<file path="src/mrpt_pkg.sv">
// ----------------------------------------------------------------------------
// mrpt_pkg
// Shared widths and defaults for the strong probable prime tester.
// ----------------------------------------------------------------------------
`default_nettype none
package mrpt_pkg;
  localparam int FIELD_BITS       = 63;
  localparam int NUMBER_BITS_DEF  = 63;
endpackage
`default_nettype wire

</file>
<file path="src/mrpt_mulmod.sv">
// ----------------------------------------------------------------------------
// mrpt_mulmod
// Bit-serial (a * b) mod m, one multiplier bit per cycle.
// ----------------------------------------------------------------------------
`default_nettype none
module mrpt_mulmod import mrpt_pkg::*; #(
  parameter int W = NUMBER_BITS_DEF
) (
  input  wire logic         clk,
  input  wire logic         rst_n,
  input  wire logic         start,
  input  wire logic [W-1:0] a,
  input  wire logic [W-1:0] b,
  input  wire logic [W-1:0] m,
  output logic              done,
  output logic [W-1:0]      prod
);
  localparam int CW = $clog2(W);

  logic          busy_r, busy_nxt, done_r, done_nxt;
  logic [CW-1:0] cnt_r, cnt_nxt;
  logic [W-1:0]  x_r, x_nxt, y_r, y_nxt, acc_r, acc_nxt, m_r, m_nxt;
  logic [W:0]    sum, dbl;

  always_comb begin
    busy_nxt = busy_r;
    done_nxt = 1'b0;
    cnt_nxt  = cnt_r;
    x_nxt    = x_r;
    y_nxt    = y_r;
    acc_nxt  = acc_r;
    m_nxt    = m_r;
    sum      = {1'b0, acc_r} + {1'b0, x_r};
    dbl      = {x_r, 1'b0};
    if (start) begin
      busy_nxt = 1'b1;
      cnt_nxt  = '0;
      x_nxt    = a;
      y_nxt    = b;
      acc_nxt  = '0;
      m_nxt    = m;
    end else if (busy_r) begin
      if (y_r[0]) begin
        acc_nxt = (sum >= {1'b0, m_r}) ? W'(sum - {1'b0, m_r}) : sum[W-1:0];
      end
      x_nxt = (dbl >= {1'b0, m_r}) ? W'(dbl - {1'b0, m_r}) : dbl[W-1:0];
      y_nxt = y_r >> 1;
      cnt_nxt = cnt_r + CW'(1);
      if (cnt_r == CW'(W - 1)) begin
        busy_nxt = 1'b0;
        done_nxt = 1'b1;
      end
    end
  end

  always_ff @(posedge clk) begin
    if (!rst_n) begin
      busy_r <= 1'b0;
      done_r <= 1'b0;
    end else begin
      busy_r <= busy_nxt;
      done_r <= done_nxt;
    end
    cnt_r <= cnt_nxt;
    x_r   <= x_nxt;
    y_r   <= y_nxt;
    acc_r <= acc_nxt;
    m_r   <= m_nxt;
  end

  assign done = done_r;
  assign prod = acc_r;
endmodule
`default_nettype wire

</file>
<file path="config.mk">
export PLATFORM = sky130hd
export DESIGN_NAME = mrpt_mulmod
export DESIGN_NICKNAME = d
export VERILOG_FILES = /design/src/mrpt_pkg.sv /design/src/mrpt_mulmod.sv
export SDC_FILE = /design/constraint.sdc
export NUM_CORES = 1
export LEC_CHECK = 0
export BUFFER_PORTS_ARGS = -buffer_cell sky130_fd_sc_hd__buf_4
export CAP_MARGIN = 20
export CORE_MARGIN = 10
export CORE_UTILIZATION = 32
export DETAILED_ROUTE_END_ITERATION = 6
export GPL_TIMING_DRIVEN = 0
export SYNTH_ARGS = -nofsm -noshare
export SYNTH_HDL_FRONTEND = slang
export SYNTH_SLANG_ARGS = --single-unit
</file>
<file path="constraint.sdc">
create_clock -name clk -period 6.1 [get_ports clk]
set_clock_uncertainty 0.15 [all_clocks]
set_input_delay 1.525 -clock clk [delete_from_list [all_inputs] [get_ports clk]]
set_output_delay 1.525 -clock clk [all_outputs]
set_load 0.02 [all_outputs]
</file>
== Word-level counts from Yosys, hierarchy flattened ==
Cells that the tools add are included.

* Order comparisons: 2
* $add $sub $neg: 4
* Equality and inequality tests: 1
* Multiply operators: 0
* Bitwise operators: 2
* Muxes and demuxes: 10
* Reduce and logical (&&, ||, !) cells: 3
* Shift operators: 0
* Divide/modulo/power cells: 0

{| class="wikitable"
|+ Operator list
! kind !! count
|-
| $mux W63 || 6
|-
| $ge A64 B63 Y1 || 2
|-
| $sub A63 B63 Y63 || 2
|-
| $add A63 B63 Y64 || 1
|-
| $add A6 B1 Y6 const B || 1
|-
| $eq A6 B6 Y1 const B || 1
|-
| $mux W1 || 4
|-
| $reduce_or A3 Y1 || 1
|-
| $not A1 Y1 || 2
|-
| $reduce_and A2 Y1 || 1
|-
| $reduce_bool A2 Y1 || 1
|}

* Latch bits: 0
* Input port bits: 192
* RAM bits: 0
* Word-level logic and storage cells: 29
* Memories: 0
* Bits in registers: 260
* Output and inout port bits: 64
* Memory bits (read-only): 0

== Longest topological paths before layout ==
Gate-level depths: netlist (run 1).

* Depth in word-level cells: 4
* Gate-level depth with buffers: 27
* Depth with buffers taken out: 25

== Worst setup path before layout (run 1) ==
OpenSTA, ideal clock, no wires.

* Path kind: register to register
* From: register x_r[0]
* To: register acc_r[55], in the netlist prod[55]
* Data arrival time: 5.648 ns
* Period minus slack after synthesis: 5.865 ns
* Buffers on the path: 1
* Data required time: 5.884 ns
* Setup time: 0.066 ns
* Path slack: 0.235 ns
* Cell stages (with the launch flop): 26
* Path through: edfxtp_1 > ha_1 > fa_1 > a211oi_1 > nor4_1 > a211oi_1 > o21ai_0 > a21oi_1 > o21ai_0 > a21oi_1 > o21ai_0 > a31oi_1 > xnor2_1 > ha_1 > clkbuf_1 > and4_1 > nand2_1 > or3_1 > a31o_2 > nand3b_1 > a31oi_1 > o211ai_1 > a41oi_2 > or4b_1 > and3_1 > a21oi_2

* Word-level cells in the longest chain between the ends: 3
* Elaborated cells between the ends (all ways): 4
* Those cells by class: 2 x add/sub; 1 x order compare; 1 x mux

{| class="wikitable"
|+ RTL lines
! item !! RTL line !! source
|-
| start: declaration || mrpt_mulmod.sv:22 || <nowiki>logic [W-1:0] x_r, x_nxt, y_r, y_nxt, acc_r, acc_nxt, m_r, m_nxt;</nowiki>
|-
| start signal: assignment || mrpt_mulmod.sv:65 || <nowiki>x_r <= x_nxt;</nowiki>
|-
| $add A63 B63 Y64 * || mrpt_mulmod.sv:33 || <nowiki>sum = {1'b0, acc_r} + {1'b0, x_r};</nowiki>
|-
| $sub A63 B63 Y63 or $ge A64 B63 Y1 (tied branches) || mrpt_mulmod.sv:44 || <nowiki>acc_nxt = (sum >= {1'b0, m_r}) ? W'(sum - {1'b0, m_r}) : sum[W-1:0];</nowiki>
|-
| $mux W63 * || mrpt_mulmod.sv:44 ||
|-
| end signal: assignment || mrpt_mulmod.sv:67 || <nowiki>acc_r <= acc_nxt;</nowiki>
|-
| end: declaration || mrpt_mulmod.sv:22 ||
|}

Every way passes the cells marked *; elsewhere a longest branch is shown, timed or not.
A chain may end at the register's enable or synchronous reset.

== Final worst setup path (run 1) ==
* From: register x_r[0]
* To: register acc_r[35], in the netlist prod[35]

Same word-level chain as after synthesis.

==> flow_metrics.tcl, run 1 <==
set metrics [dict create \
    route.met3.wl_um 6150 \
    fin_ws_ps -6.46 \
    p_leak_nw 11.6 \
    core.rowCount 95 \
    via_per_inst 5.47 \
    syn-instance-count 2497 \
    hold_viol 0 \
    violations "negative setup slack" \
    overflow 0 \
    relSlewSlack 0.252 \
    met1_length_um 35000 \
    avgSynthCellArea_sq_um 8.78 \
    dr_wl_met2_um 38400 \
    clk-insertion-delay-late_ps 580 \
    clock_path_buffers 3 \
    track_usage 0.199 \
    tritoncts "yes" \
    syn_to_final_growth_pct 26.3 \
    start_kind "register" \
    crit_top_cell "o21ai_4" \
    postLayoutCellArea_sq_um 27700 \
    fillCellCount 6837 \
    ys_warn_count 0 \
    layout_commonest_cell "buf_4" \
    fin_setup_tns_ps -12.3 \
    cp_max_fo 10 \
    finalCritPeriodShare 1.00 \
    crit_type "reg -> reg" \
    dr.pass1.iters 5 \
    fmax_mhz 164 \
    cts_made_buffers 35 \
    synth-seq-area-share 0.324 \
    ant_nets 0 \
    syn_nets 2883 \
    finalPower_w 0.0162 \
    yosys.cell_types.count 86 \
    tightestPinTransition_ps 1120 \
    grt_pass1_wl_um 122000 \
    core_sq_um 67500 \
    drv_cap 0 \
    grt_max_degree 65 \
    syn_area_sq_um 21900 \
    critPathMaxStageDelay_ps 440 \
    drc_errors 0 \
    hpwl_um 64500 \
    die_area_sq_um 79400 \
    critPathArrivalTime_ps 6360 \
    setup_viol 3 \
    layout_common_cells "304 x buf_4, 267 x a21oi_1, 215 x nor2_1" \
    p_per_area_nw_per_um2 583 \
    clkSinkCount 260 \
    hold_buffers 0 \
    final_core_util 0.410 \
    top_layer "met5" \
    first_global_vias 20100 \
    crit_required_ps 6350 \
    wl_um 83000 \
    numPortBuffers 255 \
    min_path_type "reg -> reg" \
    vias 20400 \
    async_flop_share 0 \
    finalMaxSlewViolations 0 \
    period_minus_slack_ps 6110 \
    place_congestion 0.931 \
    start_util 0.325 \
    yosys_most_used_dff "edfxtp_1" \
    drt_iter0_drc 1564 \
    cts_root_buffer "clkbuf_16" \
    top_level_ports 256 \
    synth-edff-count 189 \
    rsz0062_at_grt "true" \
    dpl_cell_area_sq_um 25000 \
    wire_per_inst_um 22.2 \
    dieHeight_um 282 \
    antenna_found_initial 3 \
    hold_ws_ps 343 \
    slowest_stage "a2111oi_4" \
    die_x_um 282 \
    ir_drop_mv 0.298 \
    nets 3218 \
    clkTransAtPathRegs_ps 60 \
    cp-end-kind "register" \
    drive_above_1_share 0.238 \
    cts_htree_levels 2 \
    status "finished, violations left" \
    ys_seq_elements 260 \
]
[logic make-up after synthesis]
group	Yosys count	synth area share
AO/OA/AOI/OAI	841	0.244
AND/OR/NAND/NOR	661	0.142
flip-flops	260	0.324
buffers and inverters	238	0.0437
adder cells (fa/ha/maj)	194	0.112
XOR/XNOR	173	0.0691
multiplexers	130	0.0649
[report_power, final]
group / switching, W / internal [W] / leakage [nW]
combinational: 0.00676 / 0.00469 / 8.65
sequential: 0.000286 / 0.00229 / 2.46
clock: 0.000889 / 0.00123 / 0.541
total: 0.00794 / 0.00821 / 11.6
[Yosys cell counts (23+ instances only)]
cell type	n	share of area
a211oi_1	45	0.015
a21o_1	122	0.042
a21oi_1	293	0.067
a31oi_1	29	0.0083
buf_2	23	0.0053
clkbuf_1	94	0.016
dfxtp_1	71	0.065
edfxtp_1	189	0.26
ha_1	191	0.11
inv_1	113	0.019
mux2_2	97	0.050
mux2i_1	33	0.015
nand2_1	162	0.028
nand3_1	48	0.011
nand4_1	47	0.013
nor2_1	228	0.039
nor2b_1	26	0.0074
nor3_1	47	0.011
o21a_1	24	0.0082
o21ai_0	148	0.034
o21bai_1	39	0.013
xnor2_1	96	0.038
xor2_1	77	0.031
[routing by layer]
| metal | vias to the layer above | track usage |
|---|---|---|
| li1 | 9920 | - |
| met1 | 9717 | 0.243 |
| met2 | 621 | 0.330 |
| met3 | 167 | 0.0546 |
| met4 | 6 | 0.0735 |
| met5 | - | 0 |
[path summary, 6_finish.rpt]
path | startpoint | end | slack, ps | depth (start not counted)
max | x_r[0] | prod[35] | -6 | 28
min | cnt_r[5] | cnt_r[5] | 340 | 2
max reg2reg | x_r[0] | prod[35] | -6 | 28
min reg2reg | cnt_r[5] | cnt_r[5] | 340 | 2
[what timing repair did]
item                                    CTS  global route
gates cloned                              0             3
buffers inserted                         24            29
endpoints found under the setup margin   63            63
resized for setup                       105           159
pin swaps                                25            84
[worst max-delay path, delay by kind of cell, from the launching register on]
kind                       cells  cell delay, ps
AOI/OAI and AO/OA             13            2670
xor gates and xnor gates       1             230
adders and majority gates      3             750
buffers and inverters          5             840
DFF                            1             430
and+or+nand+nor                6             840
[sequential cells by signal, summed over array words and instances, names as in the netlist]
register and count:
busy_r 1, cnt_r 6, done 1, m_r 63, prod 63, x_r 63, y_r 63
[area by class of cell]
type,count,area [sq um],area share
multi-input cells,2000,14900,0.538
flip-flops and latches,260,7100,0.256
repair buffers,312,2450,0.0886
well taps,873,1090,0.0394
clock buffers,45,933,0.0337
plain buffers,109,576,0.0208
inverters,114,428,0.0154
clock inverters,19,218,0.00786
diodes,1,2.50,0.0000903
[through the flow]
step | instances | setup slack (ps)
finish | 3733 | -6.46
global route | 3732 | -148
CTS | 3708 | -5.19
detailed placement | 3628 | -1830
global placement | 3625 | -1930
floorplan | 2497 | 235
(Power assumes the default switching activity.)
==> run 2: changes to the inputs <==
CORE_UTILIZATION = 30   (was 32)
==> run 2 against run 1 <==
Compared with the run above: the run now ends clean; non-clock buffer count increased by 3; first-iteration DRC count decreased by 15%; die area increased by 6.2%; cell count is 2.4% higher.
==> flow_metrics.tcl, run 2 (same netlist as run 1, synthesis figures left out) <==
set metrics [dict create \
    hold_buffers 0 \
    cts_root_buffer "clkbuf_16" \
    syn_to_final_growth_pct 25.8 \
    drc_errors 0 \
    start_util 0.302 \
    die_area_sq_um 84300 \
    vias 20500 \
    grt_max_degree 65 \
    switching_share 0.489 \
    tritoncts "yes" \
    crit_top_cell "a21oi_2" \
    stdcell_count 3824 \
    tightestPinTransition_ps 1060 \
    cp_max_fo 7 \
    wire_per_inst_um 21.9 \
    drt_iter0_drc 1327 \
    critPathMaxStageDelay_ps 500 \
    dr.pass1.iters 5 \
    hold_viol 0 \
    multi_input_area_sq_um 14600 \
    crit_type "reg -> reg" \
    track_usage 0.189 \
    ir_drop_mv 0.312 \
    grt_pass1_wl_um 124000 \
    crit_required_ps 6450 \
    place_congestion 0.937 \
    core_sq_um 72700 \
    cp-end-kind "register" \
    first_global_vias 20300 \
    p_switching_w 0.00781 \
    clock_path_buffers 3 \
    hold_ws_ps 341 \
    fin_ws_ps 11.8 \
    rsz0062_at_grt "true" \
    clkSinkCount 260 \
    start_kind "register" \
    period_minus_slack_ps 6090 \
    seqPwrFrac 0.161 \
    status "finished, final reports clean" \
    setup_viol 0 \
    p_leak_nw 11.6 \
    comb_power_share 0.699 \
    layout_commonest_cell "buf_4" \
    numPortBuffers 255 \
    slowest_stage "or4b_1" \
    drv_cap 0 \
    finalCritPeriodShare 0.998 \
    clk-insertion-delay-late_ps 580 \
    core.rowCount 99 \
    layout_common_cells "308 x buf_4, 271 x a21oi_1, 223 x nor2_1" \
    overflow 0 \
    hpwl_um 65400 \
    min_path_type "reg -> reg" \
    dieHeight_um 290 \
    antenna_found_initial 2 \
    nets 3222 \
    p_per_area_nw_per_um2 579 \
    drive_above_1_share 0.231 \
    register_area_sq_um 7100 \
    top_level_ports 256 \
    finalMaxSlewViolations 0 \
    relSlewSlack 0.291 \
    place_inst 3713 \
    via_per_inst 5.37 \
    p_int_w 0.00815 \
    pwr-share-clk 0.140 \
    cts_htree_levels 2 \
    final_core_util 0.379 \
    fillCellCount 7436 \
    die_x_um 290 \
    ant_nets 0 \
    finalPower_w 0.0160 \
    clkTransAtPathRegs_ps 60 \
    critPathArrivalTime_ps 6440 \
    wl_um 83900 \
    fmax_mhz 164 \
    pre_cts_ws_ps -1630 \
    cts_made_buffers 36 \
]
-- run 2: per-stage QoR --
step | instance area (sq um) | setup TNS (ps)
floorplan | 21900 | 0
global placement | 25000 | -241310
detailed placement | 25100 | -90790
CTS | 26900 | 0
global route | 27600 | -4060
finish | 27600 | 0
-- run 2: repair_timing --
item / CTS / global route
setup endpoints to repair: 63 / 63
pin swaps: 21 / 50
resized for setup: 94 / 107
setup buffers: 27 / 26
cloned: 2 / 1
-- run 2: final cells by class --
cell class / instances / area share
Multi-Input combinational cell: 2000 / 0.530
Clock buffer: 44 / 0.0348
Timing Repair Buffer: 312 / 0.0886
Clock inverter: 22 / 0.00939
Antenna cell: 1 / 0.0000907
Buffer: 112 / 0.0210
Sequential cell: 260 / 0.257
Tap cell: 959 / 0.0435
Inverter: 114 / 0.0155
-- run 2: per-layer routing --
metal  GRT usage  wire length [um]  share of wire
met3      0.0526              6270          0.075
met4      0.0712              3010          0.036
met5           0                32        0.00038
met1       0.228             35300           0.42
met2       0.314             39300           0.47
-- run 2: worst paths after layout --
path,endpoint,startpoint,cells after the start,slack [ps]
setup / recovery,prod[55],x_r[0],26,10
hold / removal,cnt_r[5],cnt_r[5],2,340
setup reg to reg,prod[55],x_r[0],26,10
hold reg to reg,cnt_r[5],cnt_r[5],2,340
-- run 2: power groups by stage --
stage          clock network (W)  registers, W  logic (W)
6_report                 0.00224       0.00257     0.0112
5_1_grt                  0.00236       0.00260     0.0121
4_1_cts                  0.00230       0.00257     0.0103
3_5_place_dp                   0       0.00260    0.00965
3_3_place_gp                   0       0.00261    0.00965
2_1_floorplan                  0       0.00256    0.00711
-- run 2: worst max-delay path: cells and delay by family, from the launching register on --
family                     cells  cell delay [ps]
xor gates and xnor gates       1              240
AOI/OAI and AO/OA             12             2300
and+or+nand+nor                8             1660
buffers and inverters          2              360
DFF                            1              440
adders and majority gates      3              850
